### config.mk
export PLATFORM = sky130hd
export DESIGN_NAME = task_timeout_and_stall_monitor
export DESIGN_NICKNAME = d
export VERILOG_FILES = /design/src/hw/rtl/ttsm_pkg.sv /design/src/hw/rtl/ttsm_ram.sv /design/src/hw/rtl/ttsm_ctrl.sv /design/src/hw/rtl/ttsm_dp.sv /design/src/hw/rtl/task_timeout_and_stall_monitor.sv
export SDC_FILE = /design/constraint.sdc
export NUM_CORES = 2
export LEC_CHECK = 0
export BUFFER_PORTS_ARGS = -buffer_cell sky130_fd_sc_hd__buf_4
export CAP_MARGIN = 25
export CORE_UTILIZATION = 55
export DETAILED_ROUTE_END_ITERATION = 7
export HOLD_SLACK_MARGIN = 0.02
export PLACE_DENSITY_LB_ADDON = 0.05
export SLEW_MARGIN = 10
export SYNTH_ARGS = -nofsm -noshare
export SYNTH_HDL_FRONTEND = slang
export SYNTH_SLANG_ARGS = --single-unit
### constraint.sdc
create_clock -name clk -period 5.05 [get_ports clk]
set_input_delay 0.505 -clock clk [delete_from_list [all_inputs] [get_ports clk]]
set_output_delay 0.505 -clock clk [all_outputs]
set_load 0.005 [all_outputs]
### src/hw/rtl/ttsm_pkg.sv
// ----------------------------------------------------------------------------
// ttsm_pkg
// Shared types and codes for the task timeout and stall monitor.
// ----------------------------------------------------------------------------
package ttsm_pkg;

	localparam int MAX_TASKS_DEF = 64;
	localparam int RES_CAP       = 64;

	localparam logic [15:0] ALERT_RST = 16'd60;
	localparam logic [15:0] FAIL_RST  = 16'd90;
	localparam logic [15:0] STALL_RST = 16'd10;

	localparam logic [2:0] CMD_START   = 3'd0;
	localparam logic [2:0] CMD_SUCCESS = 3'd1;
	localparam logic [2:0] CMD_FAILURE = 3'd2;
	localparam logic [2:0] CMD_TICK    = 3'd3;
	localparam logic [2:0] CMD_STARVE  = 3'd4;
	localparam logic [2:0] CMD_DEADLK  = 3'd5;
	localparam logic [2:0] CMD_METRICS = 3'd6;

	localparam logic [2:0] KIND_ACK     = 3'd0;
	localparam logic [2:0] KIND_ALERT   = 3'd1;
	localparam logic [2:0] KIND_FAIL    = 3'd2;
	localparam logic [2:0] KIND_DEADLK  = 3'd3;
	localparam logic [2:0] KIND_METRICS = 3'd4;

	localparam logic [1:0] ST_RUN  = 2'd0;
	localparam logic [1:0] ST_OK   = 2'd1;
	localparam logic [1:0] ST_FAIL = 2'd2;

	localparam logic [1:0] REG_ALERT = 2'd0;
	localparam logic [1:0] REG_FAIL  = 2'd1;
	localparam logic [1:0] REG_STALL = 2'd2;

	typedef struct packed {
		logic [15:0] id;
		logic [31:0] start;
		logic [1:0]  state;
	} entry_t;

	typedef struct packed {
		logic [2:0]  kind;
		logic        rejected;
		logic [15:0] task_id;
		logic [31:0] idle;
		logic [6:0]  running;
		logic [6:0]  total;
		logic [6:0]  ok;
		logic [6:0]  bad;
		logic [31:0] dl;
	} res_t;

	typedef enum logic [6:0] {
		S_IDLE  = 7'b0000001,
		S_RD    = 7'b0000010,
		S_EV    = 7'b0000100,
		S_SRD   = 7'b0001000,
		S_SEV   = 7'b0010000,
		S_FIN   = 7'b0100000,
		S_FLUSH = 7'b1000000
	} state_t;

	typedef struct packed {
		logic accept;
		logic rd;
		logic ev;
		logic srd;
		logic sev;
		logic fin;
		logic flush;
	} ctl_t;

	typedef struct packed {
		logic start_search;
		logic start_walk;
		logic walk_empty;
		logic ev_wait;
		logic ev_search;
		logic walk_last;
		logic s_done;
		logic in_walk;
		logic out_free;
	} sts_t;

endpackage

### src/hw/rtl/ttsm_ram.sv
// ----------------------------------------------------------------------------
// ttsm_ram
// Generic single-port-write, single-port-read RAM with registered read.
// ----------------------------------------------------------------------------
module ttsm_ram #(
	parameter int WIDTH = 8,
	parameter int DEPTH = 64
) (
	input  logic                     clk,
	input  logic                     we,
	input  logic [$clog2(DEPTH)-1:0] waddr,
	input  logic [WIDTH-1:0]         wdata,
	input  logic                     re,
	input  logic [$clog2(DEPTH)-1:0] raddr,
	output logic [WIDTH-1:0]         rdata
);

	logic [WIDTH-1:0] mem_q [DEPTH];

	always_ff @(posedge clk) begin
		if (we) begin
			mem_q[waddr] <= wdata;
		end
		if (re) begin
			rdata <= mem_q[raddr];
		end
	end

endmodule

### src/hw/rtl/ttsm_ctrl.sv
// ----------------------------------------------------------------------------
// ttsm_ctrl
// Sequencer: accepts an item, steps table walks and searches, flushes results.
// ----------------------------------------------------------------------------
module ttsm_ctrl (
	input  logic            clk,
	input  logic            arst_n,
	input  logic            in_valid,
	output logic            in_stall,
	input  ttsm_pkg::sts_t  sts,
	output ttsm_pkg::ctl_t  ctl
);
	import ttsm_pkg::*;

	state_t state_q, state_d;

	always_comb begin
		state_d = state_q;
		case (state_q)
			S_IDLE: begin
				if (in_valid) begin
					if (sts.start_search)    state_d = S_SRD;
					else if (sts.start_walk) state_d = S_RD;
					else if (sts.walk_empty) state_d = S_FIN;
					else                     state_d = S_FLUSH;
				end
			end
			S_RD: state_d = S_EV;
			S_EV: begin
				if (!sts.ev_wait) begin
					if (sts.ev_search)      state_d = S_SRD;
					else if (sts.walk_last) state_d = S_FIN;
					else                    state_d = S_RD;
				end
			end
			S_SRD: state_d = S_SEV;
			S_SEV: begin
				if (sts.s_done) begin
					if (!sts.in_walk)       state_d = S_FLUSH;
					else if (sts.walk_last) state_d = S_FIN;
					else                    state_d = S_RD;
				end else begin
					state_d = S_SRD;
				end
			end
			S_FIN: state_d = S_FLUSH;
			S_FLUSH: begin
				if (sts.out_free) state_d = S_IDLE;
			end
			default: state_d = S_IDLE;
		endcase
	end

	always_ff @(posedge clk or negedge arst_n) begin
		if (!arst_n) state_q <= S_IDLE;
		else         state_q <= state_d;
	end

	assign in_stall   = (state_q != S_IDLE);
	assign ctl.accept = (state_q == S_IDLE) && in_valid;
	assign ctl.rd     = (state_q == S_RD);
	assign ctl.ev     = (state_q == S_EV);
	assign ctl.srd    = (state_q == S_SRD);
	assign ctl.sev    = (state_q == S_SEV);
	assign ctl.fin    = (state_q == S_FIN);
	assign ctl.flush  = (state_q == S_FLUSH);

endmodule

### src/hw/rtl/ttsm_dp.sv
// ----------------------------------------------------------------------------
// ttsm_dp
// Datapath: task table, clocks, counters, pending result and output register.
// ----------------------------------------------------------------------------
module ttsm_dp #(
	parameter int MAX_TASKS = ttsm_pkg::MAX_TASKS_DEF
) (
	input  logic           clk,
	input  logic           arst_n,
	input  logic [2:0]     cmd,
	input  logic [15:0]    task_id,
	input  logic           cfg_we,
	input  logic [1:0]     cfg_addr,
	input  logic [15:0]    cfg_data,
	input  ttsm_pkg::ctl_t ctl,
	output ttsm_pkg::sts_t sts,
	output logic           out_valid,
	input  logic           out_stall,
	output ttsm_pkg::res_t out_res,
	output logic           last
);
	import ttsm_pkg::*;

	localparam int AW = $clog2(MAX_TASKS);
	localparam int CW = $clog2(MAX_TASKS + 1);
	localparam int EW = $bits(entry_t);

	logic [15:0]   alert_q, fail_q, stall_q;
	logic [2:0]    cmd_q;
	logic [15:0]   tid_q;
	logic [1:0]    mark_q;
	logic [CW-1:0] count_q;
	logic [AW-1:0] idx_q, sidx_q;
	logic [31:0]   now_q, last_ev_q, dl_q;
	logic [CW-1:0] run_q, ok_q, bad_q;
	logic [6:0]    n_q;
	res_t          pend_q;
	logic          pend_valid_q;
	res_t          out_q;
	logic          out_valid_q, last_q;

	logic          ram_we, ram_re;
	logic [AW-1:0] ram_waddr, ram_raddr;
	entry_t        ram_wdata, rd;

	logic          full, run, fail_hit, alert_hit, emit, out_free, push, s_match;
	logic          dl_hit;
	logic [31:0]   wait_s, idle_s;
	res_t          push_res;
	logic          push_last;
	res_t          acc_res, emit_res, fin_res;

	assign full      = (count_q == CW'(MAX_TASKS));
	assign run       = (rd.state == ST_RUN);
	assign wait_s    = now_q - rd.start;
	assign idle_s    = now_q - last_ev_q;
	assign fail_hit  = run && (wait_s >= {16'd0, fail_q});
	assign alert_hit = run && !fail_hit && (wait_s >= {16'd0, alert_q});
	assign emit      = (cmd_q == CMD_STARVE) && (fail_hit || alert_hit)
	                   && (n_q < 7'(RES_CAP));
	assign out_free  = !out_valid_q || !out_stall;
	assign s_match   = (rd.id == tid_q);
	assign dl_hit    = (idle_s >= {16'd0, stall_q}) && (run_q != '0);

	assign sts.start_search = ((cmd == CMD_SUCCESS) || (cmd == CMD_FAILURE))
	                          && (count_q != '0);
	assign sts.start_walk   = ((cmd == CMD_STARVE) || (cmd == CMD_DEADLK)
	                          || (cmd == CMD_METRICS)) && (count_q != '0);
	assign sts.walk_empty   = ((cmd == CMD_STARVE) || (cmd == CMD_DEADLK)
	                          || (cmd == CMD_METRICS)) && (count_q == '0);
	assign sts.ev_wait      = emit && pend_valid_q && !out_free;
	assign sts.ev_search    = (cmd_q == CMD_STARVE) && fail_hit;
	assign sts.walk_last    = (CW'(idx_q) + CW'(1) == count_q);
	assign sts.s_done       = s_match || (CW'(sidx_q) + CW'(1) == count_q);
	assign sts.in_walk      = (cmd_q == CMD_STARVE);
	assign sts.out_free     = out_free;

	// the output register takes a result in an emit or in the final flush
	assign push      = (ctl.ev && emit && pend_valid_q && out_free)
	                   || (ctl.flush && out_free);
	assign push_res  = pend_q;
	assign push_last = ctl.flush;

	// result words loaded into the pending register
	always_comb begin
		acc_res          = '0;
		acc_res.rejected = (cmd == CMD_START) && full;
		emit_res         = '0;
		emit_res.kind    = fail_hit ? KIND_FAIL : KIND_ALERT;
		emit_res.task_id = rd.id;
		fin_res          = '0;
		case (cmd_q)
			CMD_DEADLK: begin
				if (dl_hit) begin
					fin_res.kind    = KIND_DEADLK;
					fin_res.idle    = idle_s;
					fin_res.running = 7'(run_q);
				end
			end
			CMD_METRICS: begin
				fin_res.kind  = KIND_METRICS;
				fin_res.total = 7'(count_q);
				fin_res.ok    = 7'(ok_q);
				fin_res.bad   = 7'(bad_q);
				fin_res.dl    = dl_q;
			end
			default: ;
		endcase
	end

	always_comb begin
		ram_we    = 1'b0;
		ram_waddr = AW'(count_q);
		ram_wdata = '{id: task_id, start: now_q, state: ST_RUN};
		if (ctl.accept && (cmd == CMD_START) && !full) begin
			ram_we = 1'b1;
		end else if (ctl.sev && s_match) begin
			ram_we    = 1'b1;
			ram_waddr = sidx_q;
			ram_wdata = '{id: rd.id, start: rd.start, state: mark_q};
		end
	end

	assign ram_re    = ctl.rd || ctl.srd;
	assign ram_raddr = ctl.srd ? sidx_q : idx_q;

	ttsm_ram #(.WIDTH(EW), .DEPTH(MAX_TASKS)) u_tab (
		.clk   (clk),
		.we    (ram_we),
		.waddr (ram_waddr),
		.wdata (ram_wdata),
		.re    (ram_re),
		.raddr (ram_raddr),
		.rdata (rd)
	);

	always_ff @(posedge clk or negedge arst_n) begin
		if (!arst_n) begin
			alert_q      <= ALERT_RST;
			fail_q       <= FAIL_RST;
			stall_q      <= STALL_RST;
			cmd_q        <= CMD_TICK;
			tid_q        <= '0;
			mark_q       <= ST_RUN;
			count_q      <= '0;
			idx_q        <= '0;
			sidx_q       <= '0;
			now_q        <= '0;
			last_ev_q    <= '0;
			dl_q         <= '0;
			run_q        <= '0;
			ok_q         <= '0;
			bad_q        <= '0;
			n_q          <= '0;
			pend_q       <= '0;
			pend_valid_q <= 1'b0;
			out_q        <= '0;
			out_valid_q  <= 1'b0;
			last_q       <= 1'b0;
		end else begin
			if (cfg_we) begin
				case (cfg_addr)
					REG_ALERT: alert_q <= cfg_data;
					REG_FAIL:  fail_q  <= cfg_data;
					REG_STALL: stall_q <= cfg_data;
					default: ;
				endcase
			end

			if (push) begin
				out_q       <= push_res;
				last_q      <= push_last;
				out_valid_q <= 1'b1;
			end else if (out_valid_q && !out_stall) begin
				out_valid_q <= 1'b0;
			end

			if (ctl.accept) begin
				cmd_q        <= cmd;
				tid_q        <= task_id;
				mark_q       <= (cmd == CMD_SUCCESS) ? ST_OK : ST_FAIL;
				idx_q        <= '0;
				sidx_q       <= '0;
				run_q        <= '0;
				ok_q         <= '0;
				bad_q        <= '0;
				n_q          <= '0;
				pend_q       <= acc_res;
				pend_valid_q <= !sts.start_walk && !sts.walk_empty;
				case (cmd)
					CMD_START: begin
						if (!full) begin
							count_q   <= count_q + CW'(1);
							last_ev_q <= now_q;
						end
					end
					CMD_SUCCESS, CMD_FAILURE: last_ev_q <= now_q;
					CMD_TICK:                 now_q     <= now_q + 32'd1;
					default: ;
				endcase
			end

			if (ctl.ev && !sts.ev_wait) begin
				case (cmd_q)
					CMD_DEADLK:  if (run) run_q <= run_q + CW'(1);
					CMD_METRICS: begin
						if (rd.state == ST_OK)   ok_q  <= ok_q + CW'(1);
						if (rd.state == ST_FAIL) bad_q <= bad_q + CW'(1);
					end
					default: ;
				endcase
				if (emit) begin
					pend_q       <= emit_res;
					pend_valid_q <= 1'b1;
					n_q          <= n_q + 7'd1;
				end
				if (sts.ev_search) begin
					tid_q     <= rd.id;
					mark_q    <= ST_FAIL;
					sidx_q    <= '0;
					last_ev_q <= now_q;
				end else begin
					idx_q <= idx_q + AW'(1);
				end
			end

			if (ctl.sev) begin
				if (sts.s_done) begin
					if (cmd_q == CMD_STARVE) idx_q <= idx_q + AW'(1);
				end else begin
					sidx_q <= sidx_q + AW'(1);
				end
			end

			if (ctl.fin) begin
				pend_valid_q <= 1'b1;
				case (cmd_q)
					CMD_STARVE: if (!pend_valid_q) pend_q <= '0;
					CMD_DEADLK: begin
						pend_q <= fin_res;
						if (dl_hit) begin
							last_ev_q <= now_q;
							if (dl_q != 32'hFFFF_FFFF) dl_q <= dl_q + 32'd1;
						end
					end
					CMD_METRICS: pend_q <= fin_res;
					default:     pend_q <= '0;
				endcase
			end
		end
	end

	assign out_valid = out_valid_q;
	assign out_res   = out_q;
	assign last      = last_q;

endmodule

### src/hw/rtl/task_timeout_and_stall_monitor.sv
// ----------------------------------------------------------------------------
// task_timeout_and_stall_monitor
// Task table with starvation, deadlock and metrics reporting.
// ----------------------------------------------------------------------------
// Start, tick and unused codes go from idle to the flush. Success and failure
// search the table from the top, a read and an evaluate state per entry up to
// the first match or the last entry (table RAM with one write port and one
// registered read port), then flush. Starvation, deadlock and metrics checks
// walk every entry alike, plus a search for each task that a starvation check
// fails, then finish and flush; results leave through one output register, so
// a stalled output holds the walk. One item is in work at a time.
module task_timeout_and_stall_monitor #(
	parameter int MAX_TASKS = ttsm_pkg::MAX_TASKS_DEF
) (
	input  logic        clk,
	input  logic        arst_n,
	input  logic        in_valid,
	output logic        in_stall,
	input  logic [2:0]  cmd,
	input  logic [15:0] task_id,
	input  logic        cfg_we,
	input  logic [1:0]  cfg_addr,
	input  logic [15:0] cfg_data,
	output logic        out_valid,
	input  logic        out_stall,
	output logic [2:0]  kind,
	output logic        rejected,
	output logic [15:0] flagged_task,
	output logic [31:0] idle_seconds,
	output logic [6:0]  running_count,
	output logic [6:0]  total_count,
	output logic [6:0]  success_count,
	output logic [6:0]  failure_count,
	output logic [31:0] deadlock_total,
	output logic        last
);
	import ttsm_pkg::*;

	ctl_t ctl;
	sts_t sts;
	res_t res;

	ttsm_ctrl u_ctrl (
		.clk      (clk),
		.arst_n   (arst_n),
		.in_valid (in_valid),
		.in_stall (in_stall),
		.sts      (sts),
		.ctl      (ctl)
	);

	ttsm_dp #(.MAX_TASKS(MAX_TASKS)) u_dp (
		.clk       (clk),
		.arst_n    (arst_n),
		.cmd       (cmd),
		.task_id   (task_id),
		.cfg_we    (cfg_we),
		.cfg_addr  (cfg_addr),
		.cfg_data  (cfg_data),
		.ctl       (ctl),
		.sts       (sts),
		.out_valid (out_valid),
		.out_stall (out_stall),
		.out_res   (res),
		.last      (last)
	);

	assign kind           = res.kind;
	assign rejected       = res.rejected;
	assign flagged_task   = res.task_id;
	assign idle_seconds   = res.idle;
	assign running_count  = res.running;
	assign total_count    = res.total;
	assign success_count  = res.ok;
	assign failure_count  = res.bad;
	assign deadlock_total = res.dl;

endmodule

# ---- After elaboration in Yosys (flattened, before gate mapping)
# Memory sizes are Yosys's and may differ from the RTL's. A register that Yosys moved wholly into a read port is not among the register bits.
# Index checks and enable logic that the tools add are counted.
dict set report totals {
  memories 1
  elab_cells 221
  ramBits 3200
  output_inout_bits 115
  reg_bits 446
  in_bits 42
}
dict set report op_classes {
  muxes 79
  n_reduce_logical 56
  bitwise_logic 1
  eq_ne 29
  n_addsub 13
  magnitude_cmp 4
}
# memory depth word_bits rd rd_clocked_by_memory_dff write_ports line
set mem_list {}
lappend mem_list {u_dp.u_tab.mem_q 64 50 1 1 1 ttsm_ram.sv:18} ;# logic [WIDTH-1:0] mem_q [DEPTH];
# op count
set op_table {}
lappend op_table {{$mux W112} 5}
lappend op_table {{$mux W32} 7}
lappend op_table {{$pmux W112 S2} 1}
lappend op_table {{$mux W7} 24}
lappend op_table {{$mux W50} 2}
lappend op_table {{$ge A32 B16 Y1} 3}
lappend op_table {{$mux W6} 15}
lappend op_table {{$mux W39} 2}
lappend op_table {{$add A32 B1 Y32 const B} 2}
lappend op_table {{$pmux W32 S2} 1}
lappend op_table {{$sub A32 B32 Y32} 2}
lappend op_table {{$mux W53} 1}
lappend op_table {{$pmux W7 S7} 1}
lappend op_table {{$mux W16} 3}
lappend op_table {{$add A7 B1 Y7 const B} 5}
lappend op_table {{$ne A32 B32 Y1 const B} 1}
lappend op_table {{$logic_and A1 B1 Y1} 24}
lappend op_table {{$eq A3 B3 Y1 const B} 6}
lappend op_table {{$eq A16 B16 Y1} 1}
lappend op_table {{$add A6 B1 Y7 const B} 2}
lappend op_table {{$eq A7 B7 Y1} 2}
lappend op_table {{$eq A7 B7 Y1 const B} 2}
lappend op_table {{$reduce_bool A7 Y1} 2}
lappend op_table {{$add A6 B1 Y6 const B} 2}
lappend op_table {{28 further kinds} 66}

# ---- Logic depth before layout (Yosys ltp)
dict set report depth {
  word_depth 17
  mapped_depth 24
  ltp_nobuf 21
}

# ---- Cells and area by module
# Synthesis repeated with hierarchy kept, for this count alone.
dict set report hier_totals {
  hier_cells 7893
  area_unflattened_um2 148393.6
}
# mod n_inst area_each_um2 cells_each seq_area_each_um2
set modules_own_cells {}
lappend modules_own_cells {ttsm_ram 1 123450.9 5457 97593.6}
lappend modules_own_cells {ttsm_dp 1 24405.9 2378 11000.6}
lappend modules_own_cells {ttsm_ctrl 1 536.8 58 176.4}

# ---- Least setup slack after synthesis
# Ideal clock, no wire load.
dict set report synth_path {
  kind {reg-to-reg}
  from {register u_ctrl.state_q[3]}
  to {memory u_dp.u_tab.mem_q[46][0] (netlist bit) (enable)}
  path_buffers 3
  required_time_ns 4.592
  path_slack_ns 0.039
  arrival_time_ns 4.553
  setup_ns 0.458
  period_less_slack_ns 5.011
  path_stages_with_launch 11
  path_cell_list {dfrtp_1 -> nor3_1 -> nor3b_1 -> nand3b_1 -> nor2b_1 -> clkbuf_1 -> buf_1 -> a41oi_1 -> or2_2 -> clkbuf_1 -> nor2_1}
}
dict set report synth_between {
  elab_chain_len 7
  elab_cells_between_ends 12
  cone_classes {2 x eq/ne; 6 x mux; 4 x reduce/logical}
}
# item line
set synth_lines {}
lappend synth_lines {{from (decl)} ttsm_ctrl.sv:15} ;# state_t state_q, state_d;
lappend synth_lines {{from (signal assigned)} ttsm_ctrl.sv:56} ;# else state_q <= state_d;
lappend synth_lines {{$eq A7 B1 Y1} ttsm_ctrl.sv:60} ;# assign ctl.accept = (state_q == S_IDLE) && in_valid;
lappend synth_lines {{$logic_and A1 B1 Y1} ttsm_ctrl.sv:60}
lappend synth_lines {{$logic_and A1 B1 Y1 (2 in series)} ttsm_dp.sv:115} ;# if (ctl.accept && (cmd == CMD_START) && !full) begin
lappend synth_lines {{$mux W1} ttsm_dp.sv:115}
lappend synth_lines {{$mux W1} ttsm_ram.sv:21} ;# if (we) begin
lappend synth_lines {{$mux W1 (not written as such)} ttsm_ram.sv:22} ;# mem_q[waddr] <= wdata;
lappend synth_lines {{to (decl)} ttsm_ram.sv:18}
# Several ways; a longest one is shown, not always the timed one.

# ---- Worst setup path in the final report
dict set report layout_path {
  from {register u_dp.u_tab.rdata[9] (read register of u_dp.u_tab.mem_q)}
  to {register u_dp.pend_q[69] (netlist bit)}
}
dict set report layout_between {
  elab_chain_len 17
  elab_cells_between_ends 19
  cone_classes {1 x add/sub; 2 x order compare; 5 x mux; 11 x reduce/logical}
}
# item line
set layout_lines {}
lappend layout_lines {{from (decl)} ttsm_ram.sv:15} ;# output logic [WIDTH-1:0] rdata
lappend layout_lines {{$sub A32 B32 Y32 (*)} ttsm_dp.sv:55} ;# assign wait_s = now_q - rd.start;
lappend layout_lines {{$ge A32 B16 Y1} ttsm_dp.sv:57} ;# assign fail_hit = run && (wait_s >= {16'd0, fail_q});
lappend layout_lines {{$logic_and A1 B1 Y1} ttsm_dp.sv:57}
lappend layout_lines {{$logic_not A1 Y1} ttsm_dp.sv:58} ;# assign alert_hit = run && !fail_hit && (wait_s >= {16'd0, alert_q});
lappend layout_lines {{$logic_and A1 B1 Y1 (2 in series)} ttsm_dp.sv:58}
lappend layout_lines {{$logic_or A1 B1 Y1 (*)} ttsm_dp.sv:59} ;# assign emit = (cmd_q == CMD_STARVE) && (fail_hit || alert_hit)
lappend layout_lines {{$logic_and A1 B1 Y1 (*)} ttsm_dp.sv:59}
lappend layout_lines {{$logic_and A1 B1 Y1 (*)} ttsm_dp.sv:60} ;# && (n_q < 7'(RES_CAP));
lappend layout_lines {{$logic_and A1 B1 Y1 (2 in series)} ttsm_dp.sv:71} ;# assign sts.ev_wait = emit && pend_valid_q && !out_free;
lappend layout_lines {{$logic_not A1 Y1} ttsm_dp.sv:203} ;# if (ctl.ev && !sts.ev_wait) begin
lappend layout_lines {{$logic_and A1 B1 Y1} ttsm_dp.sv:203}
lappend layout_lines {{$mux W112 (*)} ttsm_dp.sv:203}
lappend layout_lines {{$mux W112} ttsm_dp.sv:238} ;# CMD_STARVE: if (!pend_valid_q) pend_q <= '0;
lappend layout_lines {{$pmux W112 S2} ttsm_dp.sv:237} ;# case (cmd_q)
lappend layout_lines {{$mux W112 (*)} ttsm_dp.sv:235} ;# if (ctl.fin) begin
lappend layout_lines {{to (signal assigned)} ttsm_dp.sv:213} ;# pend_q <= emit_res;
lappend layout_lines {{to (signal assigned)} ttsm_dp.sv:240} ;# pend_q <= fin_res;
lappend layout_lines {{to (signal assigned)} ttsm_dp.sv:246} ;# CMD_METRICS: pend_q <= fin_res;
lappend layout_lines {{to (decl)} ttsm_dp.sv:37} ;# res_t pend_q;
# Mark *: on every way between the ends. The rest lies on a longest branch, timed or not.
# A chain may end at the register's enable or synchronous reset.

==> key figures <==
Route
  – DRT antenna net count: 0
  – DRT iter0 DRCs: between 8,000 and 9,000
  – Vias per Instance: 6.40
  – DR WL/cell: between 30 and 40 um
  – DRC: 0
  – WL final: 395 mm
  – Via count: approximately 81,000
  – First drt pass iteration count: 5

STA
  – Period utilization: 1.03
  – Setup TNS: -16.13 ns
  – Post-route minimum period: a little over 5 ns
  – Final-report setup violation count: between 200 and 250
  – Hold Vio Cnt, Final: 0
  – Unrepaired setup endpoints after global routing: true
  – Max Fclk: around 0.19 GHz
  – Normalized max-slew margin: 0.286
  – Slew Viols, Final: 0
  – Worst-Margin Slew: about 1.1 ns
  – Final setup margin: -0.143 ns
  – Clk_skew: between 0.05 and 0.06 ns

Synthesis
  – Main synth FF type: edfxtp_1
  – Synthesized net count: between 8,000 and 9,000
  – Top cells by area, synth: edfxtp_1 (66%), mux4_2 (12%), dfrtp_1 (7.3%), mux2_2 (1.5%), nand2_1 (1.5%)
  – Syn_area_per_cell: between 15 and 20 sq um
  – Netlist cell types: around 90
  – Async SR Flop Fraction: 0.121
  – Register area share after synthesis: 0.732
  – Ys Warns: 0
  – Post-synth EDFFs: 3,250
  – Synth Register Bits: ~3,700
  – Synth Instances: ~8,000
  – Area leader, netlist: edfxtp_1
  – Synthesized cell area: about 150,000 sq um
  – Synth top area share: 0.656

GRT
  – GR Util All Layers: 0.291
  – Overflow after GRT: 0
  – First-pass GRT wire length: 574 mm
  – Vias in the first global route: 82,036
  – Initial antenna violation count: 14
  – Largest net degree at the start of global routing: 140

Setup path
  – Launch point of the worst path: u_dp.u_tab.rdata[9]
  – Crit path DAT: between 6 and 7 ns
  – Largest fanout on the critical path: 12
  – Worst R2R Start: u_dp.u_tab.rdata[9]
  – Worst R2R Path Depth: 25
  – CP Launch Type: register
  – CP required: about 5.9 ns
  – Worst Setup End Kind: register
  – WS Path Type: register to register

Floorplanning
  – I/O Pins: between 150 and 200
  – Core box area: around 270,000 sq um
  – Die Span Y: about 520 um
  – Initial Util: 0.554
  – Die width: around 520 um
  – FP Rows: 190
  – Die area: 272,000 sq um

Worst hold path
  – Hold Path Depth: 5
  – Worst hold path type: input pin to register
  – Hold Path Origin: cfg_addr[0]

CTS
  – Num Clock Sinks: 3,696
  – Clock Root Buffer: clkbuf_16
  – Insertion delay to the later sink of the worst-skew pair: approximately 0.95 ns
  – CTS Buffer Depth: 4
  – H-tree depth: 5
  – CTS tree: built
  – Clk slew on worst S/H paths: approximately 0.06 ns
  – CTS buffer count: 375

Run status
  – Failing checks: setup timing
  – Status: complete, but fails checks

Layout
  – Fin nets: 8,972
  – Most frequent cells in the layout: edfxtp_1 (3,250), mux4_2 (800), buf_4 (624)
  – Layout area overhead: 16.9%
  – Commonest non-fill, non-tap cell in the layout: edfxtp_1
  – Share of layout cells above drive strength 1: 0.283
  – Post-route cell area: about 170,000 sq um

Power and ir drop
  – Lkg Pwr: 0.0579 uW
  – Power Density: 421 nW/um^2
  – Maximum VDD drop: slightly above 300 uV

Placed design
  – IO Port Bufs: around 160
  – Post-DP Area: between 150,000 and 200,000 sq um
  – RePlAce Congestion: between 0.8 and 0.9
  – Hpwl dp: roughly 240 mm

Run
  – Max-cap violations: 0
-- state kept, by name (all words and copies together) (netlist names), 3 cells and up --
| register | cells |
|---|---|
| u_dp.tid_q | 16 |
| u_dp.pend_q | 112 |
| u_dp.sidx_q | 6 |
| u_dp.idx_q | 6 |
| u_dp.out_res | 112 |
| u_ctrl.state_q | 7 |
| u_dp.ok_q | 7 |
| u_dp.u_tab.rdata | 50 |
| u_dp.cmd_q | 3 |
| u_dp.last_ev_q | 32 |
| u_dp.n_q | 7 |
| u_dp.alert_q | 16 |
| u_dp.count_q | 7 |
| u_dp.stall_q | 16 |
| u_dp.dl_q | 32 |
| u_dp.fail_q | 16 |
| u_dp.now_q | 32 |
| u_dp.u_tab.mem_q | 3200 |
| u_dp.bad_q | 7 |
| u_dp.run_q | 7 |
-- cells in the mapped netlist, types with 6 or more instances --
library cell / n
a2111oi_0: 6
a211oi_1: 266
a21o_1: 34
a21oi_1: 227
a22o_1: 96
a311oi_1: 103
a31oi_1: 114
and2_1: 218
and3_1: 34
buf_1: 93
buf_2: 25
clkbuf_1: 343
dfrtp_1: 433
dfstp_2: 13
edfxtp_1: 3250
ha_1: 121
inv_1: 138
mux2_2: 197
mux2_4: 24
mux2i_1: 31
mux4_2: 800
nand2_1: 577
nand2b_1: 27
nand3_1: 78
nand3b_1: 15
nand4_1: 69
nor2_1: 197
nor2b_1: 15
nor3_1: 31
nor3b_1: 7
nor4_1: 17
nor4b_1: 6
o211ai_1: 11
o21a_1: 9
o21ai_0: 118
o21bai_1: 12
o31ai_1: 8
or2_2: 17
or3_1: 14
xnor2_1: 105
xor2_1: 41
-- routing by layer --
layer | up-vias | track usage | share of wire
met5 | - | 0 | 0
li1 | 33982 | - | -
met4 | 0 | 0.0732 | 0.025
met1 | 43226 | 0.417 | 0.41
met3 | 559 | 0.0456 | 0.076
met2 | 3258 | 0.472 | 0.49
-- layout make-up --
| cell class | instances | area (sq um) |
|---|---|---|
| Clock inverter | 218 | 2250 |
| Timing Repair Buffer | 861 | 9080 |
| Sequential cell | 3696 | 109000 |
| Antenna cell | 8 | 20.0 |
| Fill cell | 18258 | 94500 |
| Inverter | 139 | 522 |
| Multi-Input combinational cell | 3734 | 38800 |
| Tap cell | 3552 | 4440 |
| Clock buffer | 460 | 9970 |
-- report_power, final --
group	internal, uW	switching (uW)	total (uW)	leakage [uW]
Clock	16000	11700	27700	0.00596
Combinational	5080	6310	11400	0.0191
Sequential	33800	313	34100	0.0329
-- what timing repair did --
action | in CTS | in global routing
buffers inserted | 13 | 17
resized for setup | 60 | 67
pin swaps | 23 | 41
setup endpoints to repair | 312 | 323
gates cloned | 5 | 7
hold endpoints to repair | 177 | 0
hold buffers | 38 | 0
-- through the flow --
stage	hold WS [ns]	worst slack [ns]	utilization	total power [uW]	std cells
floorplan	0.209	0.0395	-	40900	8033
global placement	0.464	-0.223	0.596	44900	11892
detailed placement	0.467	-0.358	0.596	45100	11899
CTS	0.0285	-0.0546	0.645	73000	12633
global route	0.148	-0.397	0.648	75500	12664
finish	0.0953	-0.143	0.648	73200	12668
-- logic make-up after synthesis --
kind of cell    Yosys count  synth area share
mux                    1055             0.141
buf+inv                 603            0.0156
fa+ha+maj               123            0.0105
simple gates           1349            0.0437
xor+xnor                146           0.00860
flops                  3696             0.732
compound gates         1061            0.0491
-- path summary, 6_finish.rpt --
check                              endpoint  slack (ns)
min                         u_dp.alert_q[3]         0.1
max reg2reg                 u_dp.pend_q[69]       -0.14
min in group asynchronous  u_dp.stall_q[13]        0.21
max                         u_dp.pend_q[69]       -0.14
min reg2reg                   u_dp.cmd_q[0]        0.47
max in group asynchronous   u_dp.pend_q[49]        3.51
-- critical path: stages (launching register included) --
cell       delay (ns)
edfxtp_1         0.46
inv_1            0.08
ha_1             0.31
buf_4            0.17
o21ai_2          0.13
o21ai_0          0.10
o211a_1          0.17
nor3_2           0.26
o21ai_2          0.13
xor2_2           0.16
ha_1             0.32
buf_4            0.15
o2111ai_4        0.07
nor2_2           0.06
nand2_1          0.08
buf_4            0.11
nand4_1          0.07
a2111o_1         0.44
a211oi_2         0.16
nand4_1          0.23
buf_4            0.22
or3_4            0.35
o21ai_4          0.30
buf_12           0.25
clkbuf_16        0.20
a22o_1           0.12
No activity file was read; power rests on OpenSTA's default activity.
